**config.mk**
```make
export PLATFORM = sky130hd
export DESIGN_NAME = pwm_duty_demodulator_unit
export DESIGN_NICKNAME = d
export VERILOG_FILES = /design/src/rtl/pdd_pkg.sv /design/src/rtl/pdd_datapath.sv /design/src/rtl/pdd_ctrl.sv /design/src/rtl/pwm_duty_demodulator_unit.sv
export VERILOG_INCLUDE_DIRS = /design/src /design/src/rtl
export SDC_FILE = /design/constraint.sdc
export NUM_CORES = 1
export LEC_CHECK = 0
export ABC_AREA = 1
export CAP_MARGIN = 0
export CORE_ASPECT_RATIO = 1.75
export CORE_MARGIN = 3
export CORE_UTILIZATION = 50
export CTS_CLUSTER_SIZE = 14
export DETAILED_ROUTE_END_ITERATION = 12
export DONT_BUFFER_PORTS = 1
export GPL_TIMING_DRIVEN = 0
export PLACE_DENSITY = 0.68
export REMOVE_ABC_BUFFERS = 1
export SLEW_MARGIN = 20
export SYNTH_ARGS = -nofsm -noshare
export SYNTH_HDL_FRONTEND = slang
export SYNTH_SLANG_ARGS = --single-unit
```
**constraint.sdc**
```tcl
create_clock -name clk -period 4.85 [get_ports clk]
set_clock_uncertainty 0.05 [all_clocks]
set_input_delay 0.485 -clock clk [delete_from_list [all_inputs] [get_ports clk]]
set_output_delay 0.485 -clock clk [all_outputs]
set_load 0.05 [all_outputs]
```
**src/rtl/assert_macros.svh**
```systemverilog
// Assertion helpers shared by the RTL. Both expect clk and rst_n in scope.
`ifndef ASSERT_MACROS_SVH
`define ASSERT_MACROS_SVH

// Property that must hold at every clock edge outside reset.
`define PDD_ASSERT(lbl, prop, msg) \
  lbl: assert property (@(posedge clk) disable iff (!rst_n) (prop)) else $error(msg);

// Condition in one cycle that implies another condition in the next cycle.
`define PDD_ASSERT_NEXT(lbl, pre, post, msg) \
  lbl: assert property (@(posedge clk) disable iff (!rst_n) (pre) |=> (post)) \
    else $error(msg);

`endif

```
**src/rtl/pdd_pkg.sv**
```systemverilog
package pdd_pkg;

  localparam int STAMP_W    = 32;
  localparam int DUTY_W     = 7;
  localparam int CODE_W     = 10;
  localparam int DIVIDEND_W = 39;
  localparam int DIVISOR_W  = 33;
  localparam int QUO_W      = 10;
  localparam int DEN_W      = DIVISOR_W + QUO_W - 1;
  localparam int STEP_W     = 4;

  localparam logic [STEP_W-1:0] DIV_STEPS = 4'd10;
  localparam logic [STEP_W-1:0] DIV_LAST  = 4'd9;

  localparam logic [DUTY_W-1:0] DUTY_FULL        = 7'd100;
  localparam logic [CODE_W-1:0] FULL_SCALE_RESET = 10'd620;

  // Rounded-up reciprocal of 100 at 2^24; exact for every product below 2^17.
  localparam int                  SCALE_SHIFT = 24;
  localparam int                  SCALE_MW    = 18;
  localparam logic [SCALE_MW-1:0] SCALE_MUL   = 18'd167773;

  typedef struct packed {
    logic capture;
    logic rise_upd;
    logic fall_prep;
    logic div_load;
    logic div_step;
    logic ring_store;
    logic avg_calc;
    logic scale_mul;
    logic out_load;
  } cmd_t;

  typedef struct packed {
    logic op;
    logic expect_rising;
  } stat_t;

endpackage

```
**src/rtl/pdd_datapath.sv**
```systemverilog
module pdd_datapath #(
  parameter int SAMPLES = 10
) (
  input  logic                               clk,
  input  logic                               rst_n,
  input  pdd_pkg::cmd_t                      cmd,
  output pdd_pkg::stat_t                     stat,
  input  logic                               in_op,
  input  logic [pdd_pkg::STAMP_W-1:0]        in_stamp,
  input  logic                               cfg_wr_en,
  input  logic [pdd_pkg::CODE_W-1:0]         cfg_wr_data,
  output logic [pdd_pkg::CODE_W-1:0]         out_code
);

  localparam int IDX_W     = (SAMPLES > 1) ? $clog2(SAMPLES) : 1;
  localparam int SUM_W     = $clog2(SAMPLES * 100 + 1);
  localparam int PROD_W    = pdd_pkg::DUTY_W + pdd_pkg::CODE_W;
  localparam int AVG_SHIFT = 20;
  localparam int AVG_MW    = AVG_SHIFT + 1;
  localparam int AVG_PW    = SUM_W + AVG_MW;
  localparam int OUT_PW    = PROD_W + pdd_pkg::SCALE_MW;
  // Rounded-up reciprocal of SAMPLES; exact for every ring sum below 2^13.
  localparam logic [AVG_MW-1:0] AVG_MUL =
    AVG_MW'((2 ** AVG_SHIFT + SAMPLES - 1) / SAMPLES);

  logic                              op_r;
  logic [pdd_pkg::STAMP_W-1:0]       stamp_r;
  logic [pdd_pkg::STAMP_W-1:0]       last_stamp_r;
  logic [pdd_pkg::STAMP_W-1:0]       low_time_r;
  logic [pdd_pkg::STAMP_W-1:0]       high_r;
  logic                              expect_rising_r;
  logic [pdd_pkg::CODE_W-1:0]        fsc_r;

  logic [pdd_pkg::DUTY_W-1:0]        ring_mem [SAMPLES];
  logic [SAMPLES-1:0]                ring_vld_r;
  logic [pdd_pkg::DUTY_W-1:0]        old_r;
  logic [IDX_W-1:0]                  ring_idx_r;
  logic [SUM_W-1:0]                  sum_r;

  logic [pdd_pkg::DIVIDEND_W-1:0]    rem_r;
  logic [pdd_pkg::DEN_W-1:0]         den_r;
  logic [pdd_pkg::QUO_W-1:0]         quo_r;
  logic                              zero_period_r;
  logic [pdd_pkg::DUTY_W-1:0]        avg_r;
  logic [PROD_W-1:0]                 prod_r;
  logic [pdd_pkg::CODE_W-1:0]        out_data_r;

  logic [pdd_pkg::DIVIDEND_W-1:0]    dividend;
  logic [pdd_pkg::DIVISOR_W-1:0]     divisor;
  logic [pdd_pkg::DIVIDEND_W-1:0]    high_ext;
  logic [AVG_PW-1:0]                 avg_prod;
  logic [OUT_PW-1:0]                 out_prod;
  logic                              div_ge;
  logic [pdd_pkg::DEN_W-1:0]         rem_diff;
  logic [pdd_pkg::DUTY_W-1:0]        duty;

  assign high_ext = pdd_pkg::DIVIDEND_W'(high_r);

  // high * 100 written as shifts: 64 + 32 + 4.
  assign dividend = (high_ext << 6) + (high_ext << 5) + (high_ext << 2);
  assign divisor  = {1'b0, high_r} + {1'b0, low_time_r};

  assign avg_prod = AVG_PW'(sum_r) * AVG_PW'(AVG_MUL);
  assign out_prod = OUT_PW'(prod_r) * OUT_PW'(pdd_pkg::SCALE_MUL);

  // Every quotient produced here is below 1024, so ten restoring steps suffice.
  assign rem_diff = pdd_pkg::DEN_W'(rem_r) - den_r;
  assign div_ge   = pdd_pkg::DEN_W'(rem_r) >= den_r;

  always_comb begin
    if (zero_period_r) begin
      duty = '0;
    end else if (quo_r > pdd_pkg::QUO_W'(pdd_pkg::DUTY_FULL)) begin
      duty = pdd_pkg::DUTY_FULL;
    end else begin
      duty = quo_r[pdd_pkg::DUTY_W-1:0];
    end
  end

  always_ff @(posedge clk) begin
    if (cmd.capture) begin
      op_r    <= in_op;
      stamp_r <= in_stamp;
    end
    if (cmd.fall_prep) begin
      high_r <= stamp_r - last_stamp_r;
      old_r  <= ring_vld_r[ring_idx_r] ? ring_mem[ring_idx_r] : '0;
    end
    if (cmd.div_load) begin
      rem_r         <= dividend;
      den_r         <= {divisor, {(pdd_pkg::QUO_W-1){1'b0}}};
      quo_r         <= '0;
      zero_period_r <= (divisor == '0);
    end else if (cmd.div_step) begin
      if (div_ge) begin
        rem_r <= rem_diff[pdd_pkg::DIVIDEND_W-1:0];
      end
      quo_r <= {quo_r[pdd_pkg::QUO_W-2:0], div_ge};
      den_r <= den_r >> 1;
    end
    if (cmd.ring_store) begin
      ring_mem[ring_idx_r] <= duty;
    end
    if (cmd.avg_calc) begin
      avg_r <= avg_prod[AVG_SHIFT +: pdd_pkg::DUTY_W];
    end
    if (cmd.scale_mul) begin
      prod_r <= PROD_W'(avg_r) * PROD_W'(fsc_r);
    end
    if (cmd.out_load) begin
      out_data_r <= out_prod[pdd_pkg::SCALE_SHIFT +: pdd_pkg::CODE_W];
    end
  end

  always_ff @(posedge clk) begin
    if (!rst_n) begin
      last_stamp_r    <= '0;
      low_time_r      <= '0;
      expect_rising_r <= 1'b1;
      ring_vld_r      <= '0;
      ring_idx_r      <= '0;
      sum_r           <= '0;
      fsc_r           <= pdd_pkg::FULL_SCALE_RESET;
    end else begin
      if (cfg_wr_en) begin
        fsc_r <= cfg_wr_data;
      end
      if (cmd.rise_upd) begin
        low_time_r      <= stamp_r - last_stamp_r;
        last_stamp_r    <= stamp_r;
        expect_rising_r <= 1'b0;
      end
      if (cmd.fall_prep) begin
        last_stamp_r <= stamp_r;
      end
      if (cmd.ring_store) begin
        ring_vld_r[ring_idx_r] <= 1'b1;
        // The running sum swaps the overwritten entry for the new one.
        sum_r           <= sum_r + SUM_W'(duty) - SUM_W'(old_r);
        expect_rising_r <= 1'b1;
        if (ring_idx_r == IDX_W'(SAMPLES - 1)) begin
          ring_idx_r <= '0;
        end else begin
          ring_idx_r <= ring_idx_r + 1'b1;
        end
      end
    end
  end

  assign stat.op            = op_r;
  assign stat.expect_rising = expect_rising_r;
  assign out_code           = out_data_r;

`include "assert_macros.svh"

  `PDD_ASSERT(a_idx_range, ring_idx_r <= IDX_W'(SAMPLES - 1), "ring index out of range")
  `PDD_ASSERT(a_sum_bound, sum_r <= SUM_W'(SAMPLES * 100), "ring sum above its bound")

endmodule

```
**src/rtl/pdd_ctrl.sv**
```systemverilog
module pdd_ctrl (
  input  logic           clk,
  input  logic           rst_n,
  input  logic           in_tvalid,
  output logic           in_tready,
  output logic           out_tvalid,
  input  logic           out_tready,
  input  pdd_pkg::stat_t stat,
  output pdd_pkg::cmd_t  cmd
);

  localparam logic [2:0] S_IDLE       = 3'd0;
  localparam logic [2:0] S_DISPATCH   = 3'd1;
  localparam logic [2:0] S_FALL_LOAD  = 3'd2;
  localparam logic [2:0] S_DIV        = 3'd3;
  localparam logic [2:0] S_FALL_STORE = 3'd4;
  localparam logic [2:0] S_SCALE      = 3'd5;
  localparam logic [2:0] S_OUT        = 3'd6;

  logic [2:0]                  state_r, state_nxt;
  logic [pdd_pkg::STEP_W-1:0]  cnt_r, cnt_nxt;
  logic                        out_valid_r, out_valid_nxt;

  always_comb begin
    cmd           = '0;
    state_nxt     = state_r;
    cnt_nxt       = cnt_r;
    out_valid_nxt = out_valid_r && !out_tready;
    unique case (state_r)
      S_IDLE: begin
        if (in_tvalid) begin
          cmd.capture = 1'b1;
          state_nxt   = S_DISPATCH;
        end
      end
      S_DISPATCH: begin
        priority if (stat.op) begin
          cmd.avg_calc = 1'b1;
          state_nxt    = S_SCALE;
        end else if (stat.expect_rising) begin
          cmd.rise_upd = 1'b1;
          state_nxt    = S_IDLE;
        end else begin
          cmd.fall_prep = 1'b1;
          state_nxt     = S_FALL_LOAD;
        end
      end
      S_FALL_LOAD: begin
        cmd.div_load = 1'b1;
        cnt_nxt      = '0;
        state_nxt    = S_DIV;
      end
      S_DIV: begin
        cmd.div_step = 1'b1;
        cnt_nxt      = cnt_r + 1'b1;
        if (cnt_r == pdd_pkg::DIV_LAST) begin
          state_nxt = S_FALL_STORE;
        end
      end
      S_FALL_STORE: begin
        cmd.ring_store = 1'b1;
        state_nxt      = S_IDLE;
      end
      S_SCALE: begin
        cmd.scale_mul = 1'b1;
        state_nxt     = S_OUT;
      end
      S_OUT: begin
        // Wait here only while the previous result is still held.
        if (!out_valid_r || out_tready) begin
          cmd.out_load  = 1'b1;
          out_valid_nxt = 1'b1;
          state_nxt     = S_IDLE;
        end
      end
      default: begin
        state_nxt = S_IDLE;
      end
    endcase
  end

  always_ff @(posedge clk) begin
    if (!rst_n) begin
      state_r     <= S_IDLE;
      cnt_r       <= '0;
      out_valid_r <= 1'b0;
    end else begin
      state_r     <= state_nxt;
      cnt_r       <= cnt_nxt;
      out_valid_r <= out_valid_nxt;
    end
  end

  assign in_tready  = (state_r == S_IDLE);
  assign out_tvalid = out_valid_r;

`include "assert_macros.svh"

  `PDD_ASSERT(a_div_count, (state_r != S_DIV) || (cnt_r < pdd_pkg::DIV_STEPS),
              "divider step count overran")
  `PDD_ASSERT_NEXT(a_out_hold, out_valid_r && !out_tready, out_valid_r,
                   "stalled result dropped")
  `PDD_ASSERT_NEXT(a_out_wait, (state_r == S_OUT) && out_valid_r && !out_tready,
                   state_r == S_OUT, "new result overwrote a stalled one")

endmodule

```
**src/rtl/pwm_duty_demodulator_unit.sv**
```systemverilog
// PWM duty-cycle demodulator with a moving average over SAMPLES duty values.
// Input channel: in_tdata carries a captured timer value, in_tuser the kind
// of item (0 = edge timestamp, 1 = update tick). Edges alternate rising and
// falling, starting with rising. Edge items give no result; an update tick
// gives one DAC code on the output channel.
// cfg_wr_en / cfg_wr_data set the DAC code for full duty (reset value 620);
// write it only while no item is in flight.
// Items are taken one at a time: in_tready is high only while idle. A
// falling edge runs the ten-step restoring divider that forms the duty
// value; a tick forms the average, the scaling product and the output
// code in turn, all by multiplication. out_tvalid rises together with
// the registered output code.
// While a result waits for out_tready, further items are still accepted; a
// second tick then waits at its end until the first result has been taken.
// A synchronous reset clears the ring, the running sum and the edge tracking,
// and reloads the full-scale register with 620; no clearing pass is needed.
module pwm_duty_demodulator_unit #(
  parameter int SAMPLES = 10
) (
  input  logic        clk,
  input  logic        rst_n,
  input  logic        in_tvalid,
  output logic        in_tready,
  input  logic [31:0] in_tdata,   // [31:0] timestamp
  input  logic        in_tuser,   // [0] op
  output logic        out_tvalid,
  input  logic        out_tready,
  output logic [15:0] out_tdata,  // [9:0] dac_code, [15:10] zero
  input  logic        cfg_wr_en,
  input  logic [9:0]  cfg_wr_data
);

  pdd_pkg::cmd_t                cmd;
  pdd_pkg::stat_t               stat;
  logic [pdd_pkg::CODE_W-1:0]   out_code;

  pdd_ctrl u_ctrl (
    .clk        (clk),
    .rst_n      (rst_n),
    .in_tvalid  (in_tvalid),
    .in_tready  (in_tready),
    .out_tvalid (out_tvalid),
    .out_tready (out_tready),
    .stat       (stat),
    .cmd        (cmd)
  );

  pdd_datapath #(
    .SAMPLES (SAMPLES)
  ) u_datapath (
    .clk         (clk),
    .rst_n       (rst_n),
    .cmd         (cmd),
    .stat        (stat),
    .in_op       (in_tuser),
    .in_stamp    (in_tdata),
    .cfg_wr_en   (cfg_wr_en),
    .cfg_wr_data (cfg_wr_data),
    .out_code    (out_code)
  );

  assign out_tdata = {6'b0, out_code};

endmodule

```
==> results.md <==
- In this run the number of H-tree levels came out at 2.
- The routed layout has between 20000 and 30000 vias.
- The worst setup path is captured at a flop.
- The maximum operating frequency is approximately 0.19 GHz.
- TritonCTS built the clock tree.
- The post-layout worst setup margin is -0.421 ns.
- In this run the clock root is driven by a clkbuf_16.
- The first global-routing pass estimated 145000 um of wire.
- STA classifies the critical path startpoint as a flop.
- Global routing consumed, over all layers together, 25.6% of the routing resources.
- The hold-critical path endpoint is u_datapath.last_stamp_r[12]$_SDFFE_PN0P_.
- Yosys printed 0 warnings.
- In the routed design, unresolved DRC markers number 0.
- The number of distinct standard cells referenced by the synthesized netlist is 53.
- The finished cells cover 37500 um^2.
- Headroom to the max-slew limit came out at between 20% and 30%.
- IR analysis of the VDD net gives a maximum drop of 0.343 mV.
- The area overhead of the layout relative to synthesis is 11.0%.
- The final layout contains routed wiring with a total length of 91600 um.
- Dividing total power by cell area gives a power density of between 300 and 400 nW/um^2.
- For flop-to-flop paths, the worst setup slack is -0.42 ns.
- Net switching is 42.0% of the power.
- Input and output buffers added on the ports amount to 0.
- The reg-to-reg endpoint is u_datapath.out_code[2]$_DFFE_PP_.
- For this run, the leading register cell type out of synthesis is edfxtp_1.
- For this configuration, the core starts out at a cell density of 50.7%.
- The tool flagged a number of max-cap violations equal to 0.
- The number of placed instances, taps included, is 5082.
- In this run the count of I/O pins placed on the die edge is 66.
- Setup violations remaining at the end of the flow were counted as 10.
- Registers are responsible for 27.4% of the overall power.
- The sink count of the clock tree is 375.
- After synthesis, the cell types taking the most area are edfxtp_1 (22%), ha_1 (15%), fa_1 (13%), nand2_1 (9.8%), inv_1 (8.9%).
- The switching power total is 6.15 mW.
- Hold is met by 0.0411 ns.
- Summed over all layers, the global routing overflow is 0.
- Synthesis produced a netlist whose cell count is 4251.
- The share of Yosys cell area claimed by the top area cell type is 22.1%.
- The largest net degree at the start of global routing is 78.
- The number of cells traversed by the worst hold path is 2.
- The number of nets with antenna violations after detailed routing is 0.
- The horizontal die dimension is between 200 and 250 um.
- The power share of the clock group is 20.7%.
- The biggest fanout along the worst timing path is 4.
- The number of buffers added by the clock tree synthesis step is 39.
- The post-synthesis instance area is about 34000 um^2.
- The cell row count is 125.
- The number of hold violations in the final report came to 0.
- The min-delay analysis places its worst path in the category input port to flop.
- The number of cells traversed by the worst register-to-register path is 19.
- The data arrival time of the critical path is 5.54 ns.
- The filler cell count in the final layout is 6147.
- Summed over all cells, the static leakage comes to between 15 and 20 nW.
- The die covers 70900 um^2.
- The synthesized area divided by synthesized cell count is 7.95 um^2.
- The internal power is 8.48 mW.
- 0 antenna diodes ended up in the layout.
- The clock latency at the later pin of the worst-skew pair is 0.57 ns.
- Once layout is complete, the cells apart from fillers number around 5300.
- The combinational group share of total power is 51.9%.
- The commonest cells after synthesis are nand2_1 (878), inv_1 (802), ha_1 (394), nor2_1 (393), a21oi_1 (297).
- The worst hold path begins at rst_n.
- The largest total area in the synthesized netlist belongs to edfxtp_1.
- The worst register-to-register path begins at u_datapath.prod_r[13]$_DFFE_PP_.
- The design draws 14.6 mW.
- The area of the core region is about 67000 um^2.
- Cells with a size suffix above 1 make up 6.19% of the layout.
- The number of enable flip-flop cells after synthesis is 249.
- After clock tree synthesis, the clock-pin slew on the worst setup and hold paths is 0.06 ns.
- The placer's final routability congestion estimate is slightly above 0.9.
- At the end of the flow, the number of nets in the layout was 4990.
- Of the available clock period, the critical path in the final layout requires 109%.
- For the worst setup path, the data required time is between 5 and 6 ns.
- The worst-margin pin slew is 1.05 ns.
- The most repeated cell in the gate-level netlist after synthesis is nand2_1.
- The post-synthesis async set-or-reset flop share is 0%.
- The half-perimeter wire length after placement is about 74000 um.
- The die is 350 um tall.
- The checks that failed: negative setup slack.
- Dividing the detail-routed wire length by the instance count gives around 17 um.
- The number of antenna violations at the first check in global routing is 0.
- The worst path in the final design needs a cycle of 5.27 ns, including I/O delays and setup.
- The clock passes through at most 3 buffers.
- The via count of the first global-routing pass was just under 30000.
- The run finished, with violations left.
- The first routing iteration left 1318 violations.
- The type of the setup path with the least slack is flop to flop.
- The first-pass iteration count of the detailed router is 6.
- Setup repair after global routing could not meet its margin everywhere.
- In this run, synthesis produced a sequential element count of 375.
- In this run the cell area measured after placement is 34800 um^2.
- The ratio of routed vias to standard cells is 5.40.
- The max-slew violation count is 0.
- Of the synthesized area, sequential elements account for 29.6%.
layout make-up:
class / count / area, um^2 / area share (%)
multi-input cells: 2995 / 21000 / 55.9
flip-flops and latches: 375 / 10000 / 26.7
inverters: 812 / 3050 / 8.13
clock buffers: 54 / 1120 / 3.00
well taps: 889 / 1110 / 2.96
repair buffers: 111 / 1070 / 2.85
clock inverters: 17 / 168 / 0.447
worst max path at each step:
stage                     cells after the start                       startpoint                               end
after global placement                        4   u_ctrl.state_r[1]$_SDFFE_PN0P_     u_datapath.rem_r[7]$_DFFE_PP_
after global routing                         21   u_datapath.prod_r[8]$_DFFE_PP_  u_datapath.out_code[4]$_DFFE_PP_
after floorplan                              20   u_datapath.prod_r[3]$_DFFE_PP_  u_datapath.out_code[2]$_DFFE_PP_
after CTS                                    16   u_datapath.prod_r[9]$_DFFE_PP_  u_datapath.out_code[5]$_DFFE_PP_
after detailed placement                     20   u_datapath.prod_r[3]$_DFFE_PP_  u_datapath.out_code[2]$_DFFE_PP_
final                                        19  u_datapath.prod_r[13]$_DFFE_PP_  u_datapath.out_code[2]$_DFFE_PP_
layout by cell type (no fill, tap or decap), types with 15 or more instances in the layout:
master	instances
a21o_1	24
nor2_2	15
nand2_1	863
buf_4	42
inv_1	784
nand4_1	30
nor3_1	37
edfxtp_1	249
o22ai_1	27
xnor2_1	22
o21ai_0	239
nor2_1	379
ha_1	375
dfxtp_1	120
o21ai_1	30
a21oi_1	286
dlygate4sd3_1	50
a22oi_1	33
clkbuf_16	41
nand3_1	154
inv_2	22
ha_4	15
fa_1	204
nand3b_1	29
xor2_1	55
repair_timing:
action,in CTS,in global routing
hold endpoints to repair,56,0
buffers inserted,33,17
pin swaps,38,30
gates resized for setup,65,65
hold buffers,50,0
gates cloned,0,0
setup endpoints to repair,12,21
per-stage QoR:
stage | util [%] | worst slack [ns] | TNS, ns
global placement | 51.9 | -2.56 | -165.96
CTS | 55.7 | -0.394 | -3.60
detailed placement | 52.3 | -0.962 | -8.72
floorplan | - | -0.401 | -2.96
global route | 56.3 | -0.568 | -5.27
finish | 56.3 | -0.421 | -3.58
routing by layer:
layer  GRT usage (%)  routed length (um)
met2            50.9               50600
met1            24.8               31600
met4            16.1                6630
met3            2.48                2790
met5               0                   0
kinds of logic (layout without fill, tap and decap cells):
group | after synthesis | after routing | share of synthesized area, %
compound gates | 732 | 732 | 12.0
xor+xnor | 80 | 80 | 2.07
other cells | 1 | 6 | 0.0111
simple gates | 1568 | 1568 | 19.1
mux | 1 | 1 | 0.0333
fa+ha+maj | 608 | 608 | 27.3
flops | 375 | 375 | 29.6
buf+inv | 886 | 994 | 9.99
power groups by stage:
stage	logic, mW	clock network [mW]	registers, mW
after floorplan	4.85	0	4.03
after global placement	6.41	0	4.09
after detailed placement	6.51	0	4.08
after CTS	7.10	3.10	4.01
after global routing	8.50	3.22	4.03
final	7.59	3.04	4.00
registers in the layout, summed over array words and instances (netlist names), 3 cells and up:
signal / flops
u_ctrl.cnt_r: 4
u_ctrl.state_r: 3
u_datapath.avg_r: 7
u_datapath.den_r: 42
u_datapath.fsc_r: 10
u_datapath.high_r: 32
u_datapath.last_stamp_r: 32
u_datapath.low_time_r: 32
u_datapath.old_r: 7
u_datapath.out_code: 10
u_datapath.prod_r: 17
u_datapath.quo_r: 10
u_datapath.rem_r: 39
u_datapath.ring_idx_r: 4
u_datapath.ring_mem: 70
u_datapath.ring_vld_r: 10
u_datapath.stamp_r: 32
u_datapath.sum_r: 10
critical path, stage by stage, from the launching register on:
cell and delay (ns):
edfxtp_1 0.44, buf_4 0.18, ha_4 0.26, inv_1 0.05, fa_1 0.53, inv_1 0.06
fa_2 0.61, fa_1 0.47, fa_1 0.55, inv_1 0.05, fa_1 0.52, inv_1 0.08
ha_4 0.24, a21oi_1 0.12, inv_1 0.08, a21oi_2 0.17, nor2_1 0.07, nor4_2 0.24
o21ai_1 0.11, xor2_1 0.15
Note: power is estimated with default switching activity, not from simulation.
